$ cat config.mk
export PLATFORM = sky130hd
export DESIGN_NAME = utf8_stream_validator
export DESIGN_NICKNAME = d
export VERILOG_FILES = /design/src/hdl/u8v_pkg.sv /design/src/hdl/u8v_step.sv /design/src/hdl/utf8_stream_validator.sv
export SDC_FILE = /design/constraint.sdc
export NUM_CORES = 1
export LEC_CHECK = 0
export BUFFER_PORTS_ARGS = -buffer_cell sky130_fd_sc_hd__buf_4
export CAP_MARGIN = 20
export CORE_MARGIN = 2
export CORE_UTILIZATION = 61
export CTS_BUF_LIST = sky130_fd_sc_hd__clkbuf_4
export DETAILED_ROUTE_END_ITERATION = 10
export PLACE_DENSITY_LB_ADDON = 0.08
export SLEW_MARGIN = 15
export SYNTH_ARGS = -nofsm -noshare
export SYNTH_HDL_FRONTEND = slang
export SYNTH_SLANG_ARGS = --single-unit
$ cat constraint.sdc
create_clock -name clk_i -period 2.85 [get_ports clk_i]
set_clock_uncertainty 0.2 [all_clocks]
set_input_delay 0.1425 -clock clk_i [delete_from_list [all_inputs] [get_ports clk_i]]
set_output_delay 0.1425 -clock clk_i [all_outputs]
set_load 0.02 [all_outputs]
$ cat src/hdl/u8v_pkg.sv
// shared types, constants and helpers for the utf-8 stream validator
package u8v_pkg;

  localparam int CountBits = 16;

  localparam logic [4:0] Width7  = 5'd7;
  localparam logic [4:0] Width8  = 5'd8;
  localparam logic [4:0] Width16 = 5'd16;
  localparam logic [4:0] Width21 = 5'd21;

  localparam logic [20:0] BomValue = 21'h00feff;
  localparam logic [20:0] Lim8     = 21'h000080;
  localparam logic [20:0] Lim16    = 21'h000100;
  localparam logic [20:0] Lim21    = 21'h010000;

  localparam logic [CountBits-1:0] CountMax = {CountBits{1'b1}};
  localparam logic [31:0] OutCountMax = 32'h0000_ffff;

  typedef struct packed {
    logic [1:0]           expect_cnt;
    logic [20:0]          partial;
    logic [CountBits-1:0] count;
    logic [4:0]           width;
    logic                 err;
  } u8v_state_t;

  typedef struct packed {
    logic        encoding_error;
    logic [15:0] codepoint_count;
    logic [4:0]  max_width;
  } u8v_result_t;

  function automatic logic [15:0] clamp_count(input logic [CountBits-1:0] cnt);
    logic [31:0] wide;
    wide = 32'(cnt);
    return (wide > OutCountMax) ? 16'hffff : wide[15:0];
  endfunction

  function automatic u8v_state_t reset_state();
    u8v_state_t s;
    s.expect_cnt = 2'd0;
    s.partial    = 21'd0;
    s.count      = '0;
    s.width      = Width7;
    s.err        = 1'b0;
    return s;
  endfunction

endpackage

$ cat src/hdl/u8v_step.sv
// per-byte state update and end-of-string result formatting
module u8v_step (
  input  u8v_pkg::u8v_state_t  cur_i,
  input  logic [7:0]           data_byte_i,
  input  logic                 byte_present_i,
  input  logic                 end_of_string_i,
  output u8v_pkg::u8v_state_t  next_o,
  output u8v_pkg::u8v_result_t result_o
);
  import u8v_pkg::*;

  u8v_state_t  after_byte;
  logic [20:0] cp;
  logic        finish;
  logic [4:0]  new_width;

  always_comb begin
    after_byte = cur_i;
    finish     = 1'b0;
    cp         = {13'd0, data_byte_i};
    if (byte_present_i && !cur_i.err) begin
      if (cur_i.expect_cnt != 2'd0) begin
        if (data_byte_i[7:6] != 2'b10) begin
          after_byte.err = 1'b1;
        end else begin
          cp = {cur_i.partial[14:0], data_byte_i[5:0]};
          after_byte.partial    = cp;
          after_byte.expect_cnt = cur_i.expect_cnt - 2'd1;
          finish = (cur_i.expect_cnt == 2'd1);
        end
      end else if (data_byte_i[7] == 1'b0) begin
        cp     = {14'd0, data_byte_i[6:0]};
        finish = 1'b1;
      end else if (data_byte_i[7:5] == 3'b110) begin
        after_byte.partial    = {16'd0, data_byte_i[4:0]};
        after_byte.expect_cnt = 2'd1;
      end else if (data_byte_i[7:4] == 4'b1110) begin
        after_byte.partial    = {17'd0, data_byte_i[3:0]};
        after_byte.expect_cnt = 2'd2;
      end else if (data_byte_i[7:3] == 5'b11110) begin
        after_byte.partial    = {18'd0, data_byte_i[2:0]};
        after_byte.expect_cnt = 2'd3;
      end else begin
        after_byte.err = 1'b1;
      end
    end

    // widen the class, bom excluded
    new_width = cur_i.width;
    if (cp != BomValue) begin
      if (cp >= Lim21) begin
        new_width = Width21;
      end else if (cp >= Lim16 && cur_i.width < Width16) begin
        new_width = Width16;
      end else if (cp >= Lim8 && cur_i.width < Width8) begin
        new_width = Width8;
      end
    end
    if (finish) begin
      after_byte.width = new_width;
      if (cur_i.count != CountMax) begin
        after_byte.count = cur_i.count + 1'b1;
      end
    end

    if (after_byte.err || after_byte.expect_cnt != 2'd0) begin
      result_o.encoding_error  = 1'b1;
      result_o.codepoint_count = 16'd0;
      result_o.max_width       = Width7;
    end else begin
      result_o.encoding_error  = 1'b0;
      result_o.codepoint_count = clamp_count(after_byte.count);
      result_o.max_width       = after_byte.width;
    end

    next_o = end_of_string_i ? reset_state() : after_byte;
  end

endmodule

$ cat src/hdl/utf8_stream_validator.sv
// top level: input register, state update and result register
// a request marked end of string is held in the input register, then its result is written to the result register
// throughput: one byte request per cycle while the input is not stalled, set by the single state update path
// a held result stalls the input only when the waiting request would make a result
// reset clears the input and result valids and the state (count 0, width 7, no error)
module utf8_stream_validator (
  input  logic        clk_i,
  input  logic        rst_ni,
  input  logic        in_valid_i,
  output logic        in_stall_o,
  input  logic [7:0]  data_byte_i,
  input  logic        byte_present_i,
  input  logic        end_of_string_i,
  output logic        out_valid_o,
  input  logic        out_stall_i,
  output logic        encoding_error_o,
  output logic [15:0] codepoint_count_o,
  output logic [4:0]  max_width_o
);
  import u8v_pkg::*;

  logic        s1_valid_q, s1_valid_d;
  logic [7:0]  s1_byte_q;
  logic        s1_present_q;
  logic        s1_eos_q;
  logic        fire;
  logic        take_in;

  u8v_state_t  state_q, state_d;
  u8v_state_t  step_next;
  u8v_result_t step_res;

  logic        out_valid_q, out_valid_d;
  u8v_result_t out_q;

  u8v_step u_step (
    .cur_i          (state_q),
    .data_byte_i    (s1_byte_q),
    .byte_present_i (s1_present_q),
    .end_of_string_i(s1_eos_q),
    .next_o         (step_next),
    .result_o       (step_res)
  );

  // the held request moves on unless it needs the result slot and the slot is blocked
  assign fire       = s1_valid_q && (!s1_eos_q || !out_valid_q || !out_stall_i);
  assign in_stall_o = s1_valid_q && !fire;
  assign take_in    = in_valid_i && !in_stall_o;

  always_comb begin
    s1_valid_d = take_in ? 1'b1 : (fire ? 1'b0 : s1_valid_q);
    state_d    = fire ? step_next : state_q;
    if (fire && s1_eos_q) begin
      out_valid_d = 1'b1;
    end else if (!out_stall_i) begin
      out_valid_d = 1'b0;
    end else begin
      out_valid_d = out_valid_q;
    end
  end

  always_ff @(posedge clk_i or negedge rst_ni) begin
    if (!rst_ni) begin
      s1_valid_q  <= 1'b0;
      out_valid_q <= 1'b0;
      state_q     <= reset_state();
    end else begin
      s1_valid_q  <= s1_valid_d;
      out_valid_q <= out_valid_d;
      state_q     <= state_d;
    end
  end

  always_ff @(posedge clk_i) begin
    if (take_in) begin
      s1_byte_q    <= data_byte_i;
      s1_present_q <= byte_present_i;
      s1_eos_q     <= end_of_string_i;
    end
    if (fire && s1_eos_q) begin
      out_q <= step_res;
    end
  end

  assign out_valid_o       = out_valid_q;
  assign encoding_error_o  = out_q.encoding_error;
  assign codepoint_count_o = out_q.codepoint_count;
  assign max_width_o       = out_q.max_width;

endmodule

==> metrics list <==
* Power density normalized to cell area: 531 nW/um2
* Count of synthesis-stage warnings from yosys: 0
* Worst slew margin relative to its limit: 0.641
* Remaining Overflow, GRT: 0
- The most used flip-flop cell after synthesis is dfrtp_1.
* Number of hold violations in the final report: 0
* Fraction of the mapped netlist area in compound gates: 0.128
- Post-Synthesis Cell Area: 3840 um2
* Setup repair after global routing missed its margin: false
* Total power of the final layout: 0.00236 W
- The die is 83.3 um tall.
- The repair_antennas step left the layout with diodes totalling 0.
- The first routing iteration left 271 violations.
* Initial antenna violation count: 0
* Slew of the pin with the lowest slew margin: 0.538 ns
- In the synthesized netlist the async set-or-reset flop fraction comes to 0.562.
- The first global-routing pass estimated 13.2 mm of wire.
* Setup crit start kind: flip-flop
* Multiplexer area fraction after synthesis: 0.0499
- Across all hold checks on the routed design, the worst slack comes to 0.0173 ns.
- Clock-pin slew was measured on the worst setup and hold paths at 0.12 ns.
- Req. time, crit path: 2.93 ns
* Adder and majority cell fraction of the synthesized area: 0.00978
- Yosys mapped a number of flops with a built-in enable equal to 32.
* Detailed-router iteration count before antenna repair: 5
- Entering global routing, the biggest net connects 42 pins.
* Setup CP Type: flip-flop to flip-flop
* Fmax: 373 MHz
* Highest net fanout along the worst path: 19
- Total of max-cap violations: 0
- For the worst setup path, the data arrival time is 2.75 ns.
- Detailed placement finished with a half-perimeter wire length of 5.46 mm.
- Share of final-layout standard cells stronger than drive strength 1: 0.215
- Via count of the first global-routing pass: 2,697
* Cell count after placement: 459
* Clock latency reported for the late side of the worst-skew pair: 0.43 ns
* Result of the run: finished, final reports clean
- The path class of the tightest hold or removal check is primary input to async pin.
- The cell sitting at the root of the clock tree is a clkbuf_4.
* Routed vias: 2,980
- Leaving out filler cells and counting taps, the final layout contains 489.
- During I/O placement, the number of pins put on the boundary was 38.
- Aggregate negative setup slack: 0 ns
* Final max-slew violation count: 0
* Routability congestion estimate: 0.835
- Xor and xnor fraction of the mapped netlist area: 0.0228
- Initial cell density of the core: 0.640
* Area growth from synthesis to layout: 15.7%
- Number of cell rows: 28
* Routed Wire Length: 8.08 mm
* Post-route minimum period: 2.68 ns
* Clock tree from TritonCTS: built
* Fillers: 434
* Main combinational cell family by area after synthesis: simple AND/OR/NAND/NOR gates
- DR WL/cell: 16.5 um
- Of the total synthesized cell area, the portion taken by AND, OR, NAND and NOR gates is 0.231.
* Clock buffers created by TritonCTS: 9
- Synthesis produced a netlist with a net count of 376.
* Maximum VDD drop: 0.380 mV
* Post-layout nets: 426
- DRC violation count after routing: 0
- Port buffering added 37 buffers.
- For this run, the register share of the synthesized area comes to 0.519.
- For this design the static power due to leakage is 1.79 nW.
* Average via count per standard cell: 6.09
- Core Area: 5990 um2
* CP endpoint kind: flip-flop
* Die boundary width: 83.3 um
* Total track usage: 0.239
* Setup violation total in the final timing report: 0
- Most used cells in the layout excluding fill and tap cells: buf_4, nor2_1, dfrtp_1
- Yosys reg bits: 73
- Number of distinct library cells after synthesis: 68
- The H-tree generated during clock tree synthesis spans 3 levels.
* Most common cell after layout, fill and taps aside: buf_4
- No sink is reached through more buffers than the 2 on the longest clock path.
* Count of mapped cells out of synthesis: 359
- Avg Inst Size Synth: 10.7 um2
- Once detail routing completed, the nets flagged for antenna violations numbered 0.
- After clock tree synthesis, the repair step resized 0 gates.
- For this design, the sink count on the clock tree is 73.
- In the finished design, the share of the clock period the worst path needs comes to 0.939.
* DIE AREA: 6940 um2
## power breakdown
part           leakage (nW)  switching, W  internal [W]
clock network        0.0698      0.000367      0.000271
registers             0.856     0.0000956       0.00118
logic                 0.863      0.000260      0.000182
## per-stage QoR
step,area (um2),util,setup WS [ns]
6_report,4440,0.741,0.173
3_3_place_gp,4170,0.695,0.281
3_5_place_dp,4170,0.695,0.228
4_1_cts,4440,0.741,0.193
5_1_grt,4440,0.741,0.00454
2_1_floorplan,3840,-,0.535
## cell usage after synthesis, types with 2 or more instances
master     n  area [um2]
or4_4      2        22.5
nor3_2     2        20.0
and3_1     5        31.3
dfstp_2    3        78.8
nand3_1   15        75.1
o211ai_1   2        15.0
a22o_1     9        78.8
a21oi_1    8        40.0
o21ai_1    3        15.0
o21a_1     2        15.0
nand2b_1   6        37.5
a211oi_1   2        15.0
or2_2      2        12.5
o21ai_0   16        80.1
nor4_2     2        25.0
nor3_1    13        65.1
buf_2      9        45.0
mux2i_1   18         180
nand4_1    6        37.5
clkbuf_1   6        22.5
edfxtp_1  32         961
and2_1     2        12.5
nor4_1     2        12.5
nor4b_4    3        71.3
ha_1       3        37.5
a41oi_1    3        26.3
nand2_1   32         120
nor2b_1    8        50.1
o21ai_2    2        17.5
inv_1     12        45.0
xnor2_1    9        78.8
nor2_1    41         154
a31oi_1    4        25.0
and4_1     2        17.5
buf_4      2        15.0
dfrtp_1   38         951
or3_1      2        12.5
## repair_timing
action | in CTS | in global routing
hold buffers | 14 | 0
setup buffers | 0 | 0
setup endpoints to repair | 0 | 0
endpoints found under the hold margin | 53 | 0
## sequential cells by signal, summed over array words and instances, names as in the netlist
name and flops:
s1_eos_q 1, state_q 39, codepoint_count_o 16, s1_byte_q 8
max_width_o 5, encoding_error_o 1, s1_valid_q 1, s1_present_q 1
out_valid_o 1
## worst max-delay path: stages (launching register included)
cell and delay (ns):
dfrtp_1 0.46, inv_1 0.08, ha_1 0.42, nand2_2 0.11, o41ai_2 0.33, o2bb2ai_1 0.18, o311a_2 0.27, inv_2 0.18
nor4b_4 0.30
## layout make-up
cell class,count,area (um2),share of cell area
Clock buffer,10,75.1,0.0169
Clock inverter,6,58.8,0.0132
Inverter,13,48.8,0.0110
Multi-Input combinational cell,253,1690,0.382
Sequential cell,73,1990,0.448
Tap cell,75,93.8,0.0211
Timing Repair Buffer,59,478,0.108
## kinds of logic after synthesis
family,count (synthesis)
AOI/OAI and AO/OA,66
DFF,73
xor gates and xnor gates,10
buffers and inverters,33
and+or+nand+nor,155
adders and majority gates,3
muxes,19
## final timing paths
kind | depth (start not counted) | to | from | slack, ns
setup / recovery | 8 | max_width_o[3] | state_q[43] | 0.17
hold / removal | 2 | state_q[34] | rst_ni | 0.02
setup reg to reg | 8 | max_width_o[3] | state_q[43] | 0.17
hold reg to reg | 2 | state_q[3] | state_q[3] | 0.29
max in group asynchronous | 2 | state_q[44] | rst_ni | 2.04
min in group clk_i | 2 | s1_byte_q[3] | data_byte_i[3] | 0.23
## routing by layer
metal  GRT usage  part of all wire  up-vias
met5           0                 0        -
met4      0.0760             0.016        0
met3      0.0497             0.052       10
met2       0.370              0.46      101
met1       0.340              0.47     1457
li1            -                 -     1412
Power figures use the tool's default switching activity.
